==> config.mk <==
export PLATFORM = sky130hd
export DESIGN_NAME = can_frame_serializer_bit_stuffing_flat
export DESIGN_NICKNAME = d
export VERILOG_FILES = /design/src/rtl/core/cfsbs_pkg.sv /design/src/rtl/core/cfsbs_ifs.sv /design/src/rtl/core/cfsbs_bit_source.sv /design/src/rtl/core/can_frame_serializer_bit_stuffing.sv /design/src/flat_wrapper.sv
export SDC_FILE = /design/constraint.sdc
export NUM_CORES = 1
export LEC_CHECK = 0
export ABC_AREA = 1
export BUFFER_PORTS_ARGS = -buffer_cell sky130_fd_sc_hd__buf_2
export CAP_MARGIN = 20
export CORE_UTILIZATION = 25
export DETAILED_ROUTE_END_ITERATION = 8
export GPL_TIMING_DRIVEN = 1
export HOLD_SLACK_MARGIN = 0.15
export PLACE_DENSITY = 0.48
export SYNTH_ARGS = -nofsm -noshare
export SYNTH_HDL_FRONTEND = slang
export SYNTH_SLANG_ARGS = --single-unit
==> constraint.sdc <==
create_clock -name i_clk -period 10.2 [get_ports i_clk]
set_clock_uncertainty 0.05 [all_clocks]
set_input_delay 2.04 -clock i_clk [delete_from_list [all_inputs] [get_ports i_clk]]
set_output_delay 2.04 -clock i_clk [all_outputs]
set_load 0.03 [all_outputs]
==> src/rtl/core/cfsbs_pkg.sv <==
// ----------------------------------------------------------------------------
// cfsbs_pkg
// Shared widths, codes, frame layout constants and types for the CAN frame
// serializer with bit stuffing.
// ----------------------------------------------------------------------------
package cfsbs_pkg;

    // Field widths.
    localparam int ID_W   = 11;
    localparam int LEN_W  = 4;
    localparam int DATA_W = 64;
    localparam int CRC_W  = 15;
    localparam int POS_W  = 7;
    localparam int RUN_W  = 3;

    // Parameter defaults.
    localparam int STUFF_RUN_DEF      = 5;
    localparam int MAX_DATA_BYTES_DEF = 8;

    // Command codes.
    localparam logic CMD_LOAD = 1'b0;
    localparam logic CMD_TICK = 1'b1;

    // Bus levels.
    localparam logic LVL_DOMINANT  = 1'b0;
    localparam logic LVL_RECESSIVE = 1'b1;

    // CRC-15 generator polynomial.
    localparam logic [CRC_W-1:0] CRC_POLY = 15'h4599;

    // Frame layout, in unstuffed bit positions.
    localparam logic [POS_W-1:0] POS_ID_LAST    = 7'd11;
    localparam logic [POS_W-1:0] POS_CTRL_LAST  = 7'd14;
    localparam logic [POS_W-1:0] POS_DLC_LAST   = 7'd18;
    localparam logic [POS_W-1:0] POS_DATA_FIRST = 7'd19;
    localparam logic [POS_W-1:0] CRC_LAST_OFS   = 7'd14;
    localparam logic [POS_W-1:0] ACK_SLOT_OFS   = 7'd16;
    localparam logic [POS_W-1:0] STUFF_END_BASE = 7'd34;
    localparam logic [POS_W-1:0] TRAILER_BITS   = 7'd13;

    // Saturation limit of the stuffing run counter.
    localparam logic [RUN_W-1:0] RUN_MAX = 3'd7;

    // Unstuffed frame bit and whether it feeds the CRC.
    typedef struct packed {
        logic level;
        logic crc_in;
    } t_bit_info;

endpackage

==> src/rtl/core/cfsbs_ifs.sv <==
// ----------------------------------------------------------------------------
// cfsbs_ifs
// Valid/ready channels for the load/tick beats and for the transmitted bits.
// ----------------------------------------------------------------------------

// Input channel: one load or tick beat.
interface cfsbs_in_if;
    logic                         valid;
    logic                         ready;
    logic                         command;
    logic [cfsbs_pkg::ID_W-1:0]   frame_id;
    logic [cfsbs_pkg::LEN_W-1:0]  data_length;
    logic [cfsbs_pkg::DATA_W-1:0] payload;

    modport source (output valid, command, frame_id, data_length, payload,
                    input ready);
    modport sink   (input valid, command, frame_id, data_length, payload,
                    output ready);
endinterface

// Output channel: one bus bit beat.
interface cfsbs_out_if;
    logic valid;
    logic ready;
    logic tx_bit;
    logic is_stuff;
    logic frame_last;

    modport source (output valid, tx_bit, is_stuff, frame_last, input ready);
    modport sink   (input valid, tx_bit, is_stuff, frame_last, output ready);
endinterface

==> src/rtl/core/cfsbs_bit_source.sv <==
// ----------------------------------------------------------------------------
// cfsbs_bit_source
// Selects the unstuffed frame bit for a bit position from the latched frame
// fields and flags the bits that are covered by the CRC.
// ----------------------------------------------------------------------------
module cfsbs_bit_source (
    input  logic [cfsbs_pkg::POS_W-1:0]  i_pos,
    input  logic [cfsbs_pkg::ID_W-1:0]   i_id,
    input  logic [cfsbs_pkg::LEN_W-1:0]  i_len,
    input  logic [cfsbs_pkg::DATA_W-1:0] i_data,
    input  logic [cfsbs_pkg::CRC_W-1:0]  i_crc,
    output cfsbs_pkg::t_bit_info         o_info
);
    import cfsbs_pkg::*;

    logic [POS_W-1:0] nbits;
    logic [POS_W-1:0] data_end;
    logic [POS_W-1:0] id_ofs;
    logic [POS_W-1:0] dlc_ofs;
    logic [POS_W-1:0] data_ofs;
    logic [POS_W-1:0] crc_ofs;

    // Offsets into each field, counted from its LSB.
    assign nbits    = {i_len, 3'b000};
    assign data_end = POS_DATA_FIRST + nbits;
    assign id_ofs   = POS_ID_LAST - i_pos;
    assign dlc_ofs  = POS_DLC_LAST - i_pos;
    assign data_ofs = nbits + POS_DLC_LAST - i_pos;
    assign crc_ofs  = data_end + CRC_LAST_OFS - i_pos;

    // Field selection in frame order.
    always_comb begin
        o_info.level  = LVL_RECESSIVE;
        o_info.crc_in = 1'b0;
        priority if (i_pos == '0) begin
            o_info.level  = LVL_DOMINANT;
            o_info.crc_in = 1'b1;
        end else if (i_pos <= POS_ID_LAST) begin
            o_info.level  = i_id[id_ofs[3:0]];
            o_info.crc_in = 1'b1;
        end else if (i_pos <= POS_CTRL_LAST) begin
            o_info.level  = LVL_DOMINANT;
            o_info.crc_in = 1'b1;
        end else if (i_pos <= POS_DLC_LAST) begin
            o_info.level  = i_len[dlc_ofs[1:0]];
            o_info.crc_in = 1'b1;
        end else if (i_pos < data_end) begin
            o_info.level  = i_data[data_ofs[5:0]];
            o_info.crc_in = 1'b1;
        end else if (i_pos <= data_end + CRC_LAST_OFS) begin
            o_info.level  = i_crc[crc_ofs[3:0]];
        end else if (i_pos == data_end + ACK_SLOT_OFS) begin
            o_info.level  = LVL_DOMINANT;
        end else begin
            o_info.level  = LVL_RECESSIVE;
        end
    end

endmodule

==> src/rtl/core/can_frame_serializer_bit_stuffing.sv <==
// ----------------------------------------------------------------------------
// can_frame_serializer_bit_stuffing
// Standard-format CAN data frame transmitter with CRC-15 and bit stuffing.
// ----------------------------------------------------------------------------
// Usage:
//   The input channel carries load and tick beats. A load beat latches the
//   identifier, the byte count (saturated at MAX_DATA_BYTES) and the payload,
//   and abandons any frame in flight; it produces no output beat. Each tick
//   beat produces exactly one output beat with the bus level of that bit
//   time, a stuff flag and a flag on the final intermission bit. Ticks while
//   idle give a recessive bit.
//   Latency: the output beat of a tick is valid in the cycle after the tick
//   is accepted. Throughput: one beat per cycle while the receiver is ready;
//   the state update and the bit selection are combinational, and the output
//   register is the only stage.
//   The input is ready whenever the output register is empty or is being
//   drained in the same cycle, so a stalled receiver holds its bit and stalls
//   the input after one beat.
//   Reset (synchronous, active low) returns the block to idle with the
//   previous level recessive and the output register empty.
// ----------------------------------------------------------------------------
module can_frame_serializer_bit_stuffing #(
    parameter int STUFF_RUN      = cfsbs_pkg::STUFF_RUN_DEF,
    parameter int MAX_DATA_BYTES = cfsbs_pkg::MAX_DATA_BYTES_DEF
) (
    input  logic        i_clk,
    input  logic        i_rst_n,
    cfsbs_in_if.sink    i_in,
    cfsbs_out_if.source o_out
);
    import cfsbs_pkg::*;

    localparam logic [RUN_W-1:0] RUN_LIMIT = RUN_W'(STUFF_RUN);
    localparam logic [LEN_W-1:0] LEN_LIMIT = LEN_W'(MAX_DATA_BYTES);

    // Frame state.
    logic              r_busy, n_busy;
    logic [POS_W-1:0]  r_pos, n_pos;
    logic [ID_W-1:0]   r_id, n_id;
    logic [LEN_W-1:0]  r_len, n_len;
    logic [DATA_W-1:0] r_data, n_data;
    logic [CRC_W-1:0]  r_crc, n_crc;
    logic [RUN_W-1:0]  r_run, n_run;
    logic              r_prev, n_prev;

    // Output register.
    logic r_out_valid, n_out_valid;
    logic r_tx_bit, n_tx_bit;
    logic r_is_stuff, n_is_stuff;
    logic r_frame_last, n_frame_last;

    logic             accept;
    logic [LEN_W-1:0] load_len;
    logic [POS_W-1:0] stuff_end;
    logic [POS_W-1:0] total;
    logic             stuff_now;
    logic             feedback;
    t_bit_info        info;

    // Handshake: the output register parts the two sides.
    assign i_in.ready = !r_out_valid || o_out.ready;
    assign accept     = i_in.valid && i_in.ready;

    assign o_out.valid      = r_out_valid;
    assign o_out.tx_bit     = r_tx_bit;
    assign o_out.is_stuff   = r_is_stuff;
    assign o_out.frame_last = r_frame_last;

    // Frame geometry for the latched length.
    assign load_len  = (i_in.data_length > LEN_LIMIT) ? LEN_LIMIT : i_in.data_length;
    assign stuff_end = STUFF_END_BASE + {r_len, 3'b000};
    assign total     = stuff_end + TRAILER_BITS;
    assign stuff_now = (r_pos != '0) && (r_pos <= stuff_end) && (r_run >= RUN_LIMIT);
    assign feedback  = info.level ^ r_crc[CRC_W-1];

    cfsbs_bit_source u_bit_source (
        .i_pos  (r_pos),
        .i_id   (r_id),
        .i_len  (r_len),
        .i_data (r_data),
        .i_crc  (r_crc),
        .o_info (info)
    );

    // Next state and next output beat.
    always_comb begin
        n_busy       = r_busy;
        n_pos        = r_pos;
        n_id         = r_id;
        n_len        = r_len;
        n_data       = r_data;
        n_crc        = r_crc;
        n_run        = r_run;
        n_prev       = r_prev;
        n_out_valid  = r_out_valid && !o_out.ready;
        n_tx_bit     = r_tx_bit;
        n_is_stuff   = r_is_stuff;
        n_frame_last = r_frame_last;
        if (accept) begin
            unique case (i_in.command)
                CMD_LOAD: begin
                    n_busy = 1'b1;
                    n_pos  = '0;
                    n_id   = i_in.frame_id;
                    n_len  = load_len;
                    n_data = i_in.payload;
                    n_crc  = '0;
                    n_run  = '0;
                    n_prev = LVL_RECESSIVE;
                end
                CMD_TICK: begin
                    n_out_valid  = 1'b1;
                    n_tx_bit     = LVL_RECESSIVE;
                    n_is_stuff   = 1'b0;
                    n_frame_last = 1'b0;
                    if (r_busy && stuff_now) begin
                        // Complement the run; the frame position holds.
                        n_tx_bit   = !r_prev;
                        n_is_stuff = 1'b1;
                        n_prev     = !r_prev;
                        n_run      = RUN_W'(1);
                    end else if (r_busy) begin
                        n_tx_bit = info.level;
                        if (info.crc_in) begin
                            n_crc = {r_crc[CRC_W-2:0], 1'b0} ^ (feedback ? CRC_POLY : '0);
                        end
                        if (r_pos < stuff_end) begin
                            if (info.level == r_prev) begin
                                n_run = (r_run < RUN_MAX) ? r_run + RUN_W'(1) : r_run;
                            end else begin
                                n_run = RUN_W'(1);
                            end
                            n_prev = info.level;
                        end
                        if (r_pos + POS_W'(1) >= total) begin
                            n_frame_last = 1'b1;
                            n_busy       = 1'b0;
                            n_pos        = '0;
                            n_run        = '0;
                            n_prev       = LVL_RECESSIVE;
                        end else begin
                            n_pos = r_pos + POS_W'(1);
                        end
                    end
                end
                default: begin
                    n_out_valid = r_out_valid && !o_out.ready;
                end
            endcase
        end
    end

    // Control state.
    always_ff @(posedge i_clk) begin
        if (!i_rst_n) begin
            r_busy      <= 1'b0;
            r_pos       <= '0;
            r_run       <= '0;
            r_prev      <= LVL_RECESSIVE;
            r_crc       <= '0;
            r_len       <= '0;
            r_out_valid <= 1'b0;
        end else begin
            r_busy      <= n_busy;
            r_pos       <= n_pos;
            r_run       <= n_run;
            r_prev      <= n_prev;
            r_crc       <= n_crc;
            r_len       <= n_len;
            r_out_valid <= n_out_valid;
        end
    end

    // Payload registers.
    always_ff @(posedge i_clk) begin
        r_id         <= n_id;
        r_data       <= n_data;
        r_tx_bit     <= n_tx_bit;
        r_is_stuff   <= n_is_stuff;
        r_frame_last <= n_frame_last;
    end

endmodule

==> src/flat_wrapper.sv <==
// flat-port wrapper written by rule: the top's interface ports become plain ports
module can_frame_serializer_bit_stuffing_flat import cfsbs_pkg::*;
#(
    parameter int STUFF_RUN      = cfsbs_pkg::STUFF_RUN_DEF,
    parameter int MAX_DATA_BYTES = cfsbs_pkg::MAX_DATA_BYTES_DEF
)
  (i_clk, i_rst_n, i_in_valid, i_in_command, i_in_frame_id, i_in_data_length, i_in_payload, i_in_ready, o_out_valid, o_out_tx_bit, o_out_is_stuff, o_out_frame_last, o_out_ready);
  cfsbs_in_if i_in_i ();
  cfsbs_out_if o_out_i ();
  input  logic i_clk;
  input  logic i_rst_n;
  input wire logic [$bits(i_in_i.valid)-1:0] i_in_valid;
  input wire logic [$bits(i_in_i.command)-1:0] i_in_command;
  input wire logic [$bits(i_in_i.frame_id)-1:0] i_in_frame_id;
  input wire logic [$bits(i_in_i.data_length)-1:0] i_in_data_length;
  input wire logic [$bits(i_in_i.payload)-1:0] i_in_payload;
  output wire logic [$bits(i_in_i.ready)-1:0] i_in_ready;
  output wire logic [$bits(o_out_i.valid)-1:0] o_out_valid;
  output wire logic [$bits(o_out_i.tx_bit)-1:0] o_out_tx_bit;
  output wire logic [$bits(o_out_i.is_stuff)-1:0] o_out_is_stuff;
  output wire logic [$bits(o_out_i.frame_last)-1:0] o_out_frame_last;
  input wire logic [$bits(o_out_i.ready)-1:0] o_out_ready;
  assign i_in_i.valid = i_in_valid;
  assign i_in_i.command = i_in_command;
  assign i_in_i.frame_id = i_in_frame_id;
  assign i_in_i.data_length = i_in_data_length;
  assign i_in_i.payload = i_in_payload;
  assign i_in_ready = i_in_i.ready;
  assign o_out_valid = o_out_i.valid;
  assign o_out_tx_bit = o_out_i.tx_bit;
  assign o_out_is_stuff = o_out_i.is_stuff;
  assign o_out_frame_last = o_out_i.frame_last;
  assign o_out_i.ready = o_out_ready;
  can_frame_serializer_bit_stuffing #(.STUFF_RUN(STUFF_RUN), .MAX_DATA_BYTES(MAX_DATA_BYTES)) u_core (.i_clk(i_clk), .i_rst_n(i_rst_n), .i_in(i_in_i), .o_out(o_out_i));
endmodule
==> results.ini <==
[status]
run_status = complete, no violations

[synthesis]
syn_avg_cell_area_sq_um = 9.05
synth.cell_area_sq_um = 5900
ys_ff_latch = 110
synth_top_cell_area_share_pct = 39.7
synthAdderAreaFrac_pct = 7.13
synth.most_common_cell = nand2_1
synth_nets = 769
synthTopCellsByArea = edfxtp_1 (40%), nand2_1 (12%), dfxtp_1 (11%)
ys_seq_area_share_pct = 50.6
yosysTopAreaCell = edfxtp_1
synth_flop_cell = edfxtp_1
synth_top_family_by_area = simple AND/OR/NAND/NOR gates
yosys-mux-area-fraction_pct = 0
ys_types = 47
netlist_top_cells_count = nand2_1 (185), edfxtp_1 (78), nand3_1 (78), inv_1 (65), nor2_1 (33)
yosys_warnings = 0
synth-xor-area-share_pct = 2.08
syn_inst = 652
synth_edf_count = 78
synth_compound_area_share_pct = 8.48
async_flop_share_pct = 0
yosys.area_share.simple_pct = 24.2

[setup_path]
worstPathArrival_ps = 2420
worstPathRequired_ps = 8110
r2r.worst_path.cells = 19
critPathKind = primary input to output pin
r2r_slack_ps = 6060
critPathMaxFanout = 3
end_kind = output pin
crit-reg2reg-launch = u_core.r_pos[0]
startpoint_type = primary input
r2r-end = u_core.r_crc[4]

[global_route]
antenna_found_initial = 0
grtUsageTotal_pct = 12.3
grt_pass1_wl_mm = 23.2
grt_max_degree = 77
grt_pass1_vias = 4462
overflow = 0

[worst_hold_path]
min_path_cells = 2
min_from = u_core.r_crc[1]
hold_path_class = register to register
min_to = u_core.r_crc[2]

[route]
wl_per_cell_microns = 13.5
via_per_inst = 4.28
firstDrtPassIters = 5
drc = 0
routed_wirelength_mm = 14.1
via_count = 4494
ant_nets = 0
drt-initial-drc-count = 221

[pwr]
p_per_area_nw_per_um2 = 139
ir_worst_vdd_mv = 0.0713
p_leak_nw = 2.94
p_sw_share_pct = 24.3
clkPwrFrac_pct = 36.5
combPwrFrac_pct = 10.6
intPower_mw = 0.722
seqPwrFrac_pct = 52.9
power_switching_mw = 0.232

[floorplan]
row_count = 55
core_area_sq_um = 22900
fp.dieW_microns = 156
dieArea_sq_um = 24200
die_h_microns = 156
io_pins = 89
initial_utilization_pct = 25.7

[finish]
final_cell_area_sq_um = 6890
syn_to_final_growth_pct = 16.7
antenna_cells = 0
drive_gt1_share_pct = 18.7
fin_nets = 850
final_util_pct = 30.0
fillers = 2450

[placement]
gp_congestion = 0.778
io_buffer_count = 88
place_area_sq_um = 6600
dp_hpwl_mm = 10.1
dp_slack_ps = 5690

[clock_network]
clk_latency_ps = 350
cts_setup_buffers = 0
post_cts_resized = 0
clk_path_buf_depth = 2
htreeDepth = 3
clock-sinks = 110
clock-root-buffer = clkbuf_16
ctsHoldBuffers = 0
cts-buffers-inserted = 9
cts_tree = done
clk_pin_slew_ps = 70

[timing]
setup_viol = 0
clock.fmax_mhz = 222
tns_ps = 0
tightest_slew_ps = 1030
fin_crit_ps = 4510
drv_slew = 0
fin_crit_sh_pct = 44.2
max-slew-margin-rel_pct = 31.2
hold_viol_final = 0
hold_slack_ps = 430
worst_slack_ps = 5690
rsz0062_at_grt = false

[run]
max-cap-violations = 0

==> cells by family (layout without fill, tap and decap cells) <==
logic type	after synthesis	in the layout
buf+inv	95	180
fa+ha+maj	33	33
compound gates	78	78
flops	110	110
xor+xnor	14	14
simple gates	322	322
==> metrics by stage <==
step,total power [mW],instances
floorplan,0.584,652
global placement,0.618,1035
detailed placement,0.618,1035
CTS,0.971,1050
global route,0.999,1050
finish,0.954,1050
==> critical path: stages <==
cell     delay (ps)
buf_2            90
inv_1            40
nand2_1          60
buf_2           180
==> how the worst max path moves through the flow <==
stage | depth (start not counted) | slack, ps | endpoint | start
2_1_floorplan | 8 | 3350 | u_core.r_len[0] | o_out_ready
3_3_place_gp | 4 | 5690 | i_in_ready | o_out_ready
3_5_place_dp | 4 | 5690 | i_in_ready | o_out_ready
4_1_cts | 4 | 5690 | i_in_ready | o_out_ready
5_1_grt | 20 | 5580 | u_core.r_run[0] | u_core.r_pos[0]
6_report | 4 | 5690 | i_in_ready | o_out_ready
==> sequential cells by signal, indices dropped and copies added, names as in the netlist <==
register	cells
u_core.r_pos	7
u_core.r_id	11
u_core.r_prev	1
u_core.o_out.is_stuff	1
u_core.r_busy	1
u_core.o_out.frame_last	1
u_core.r_len	4
u_core.o_out.valid	1
u_core.o_out.tx_bit	1
u_core.r_crc	15
u_core.r_data	64
u_core.r_run	3
==> layout make-up <==
class                           count  area [sq um]  area share (%)
Clock buffer                       10           229            3.33
Clock inverter                      5          58.8           0.854
Multi-Input combinational cell    447          2480            36.0
Tap cell                          313           392            5.69
Timing Repair Buffer               91           463            6.72
Inverter                           74           280            4.07
Sequential cell                   110          2980            43.3
==> power by group through the flow <==
| stage | Combinational [mW] | Clock (mW) | Sequential [mW] |
|---|---|---|---|
| 5_1_grt | 0.116 | 0.377 | 0.506 |
| 4_1_cts | 0.103 | 0.363 | 0.505 |
| 2_1_floorplan | 0.0689 | 0 | 0.515 |
| 3_3_place_gp | 0.103 | 0 | 0.515 |
| 6_report | 0.102 | 0.348 | 0.504 |
| 3_5_place_dp | 0.103 | 0 | 0.515 |
==> cell usage in the layout (no fill, tap or decap), drive strengths merged, types with 2 or more instances in the layout <==
| cell type | synthesis | routed |
|---|---|---|
| nand2 | 193 | 193 |
| buf | 16 | 91 |
| nand3 | 81 | 81 |
| edfxtp | 78 | 78 |
| inv | 73 | 74 |
| nor2 | 34 | 34 |
| a21oi | 34 | 34 |
| ha | 32 | 32 |
| dfxtp | 32 | 32 |
| o21ai | 27 | 27 |
| clkbuf | 5 | 10 |
| xor2 | 7 | 7 |
| xnor2 | 7 | 7 |
| nand4 | 7 | 7 |
| o21bai | 3 | 3 |
| nor3 | 3 | 3 |
| o2111ai | 3 | 3 |
| clkinvlp | 0 | 3 |
| a31oi | 2 | 2 |
| o221ai | 2 | 2 |
| and3 | 2 | 2 |
==> per-layer routing <==
layer	vias to the layer above	part of all wire, %	routed length, microns	GRT usage [%]
li1	2339	-	-	-
met1	2064	51	7170	17.2
met2	85	45	6400	19.4
met3	6	3.0	426	2.11
met4	0	0.98	138	3.36
met5	-	0	0	0
(Power assumes the default switching activity.)
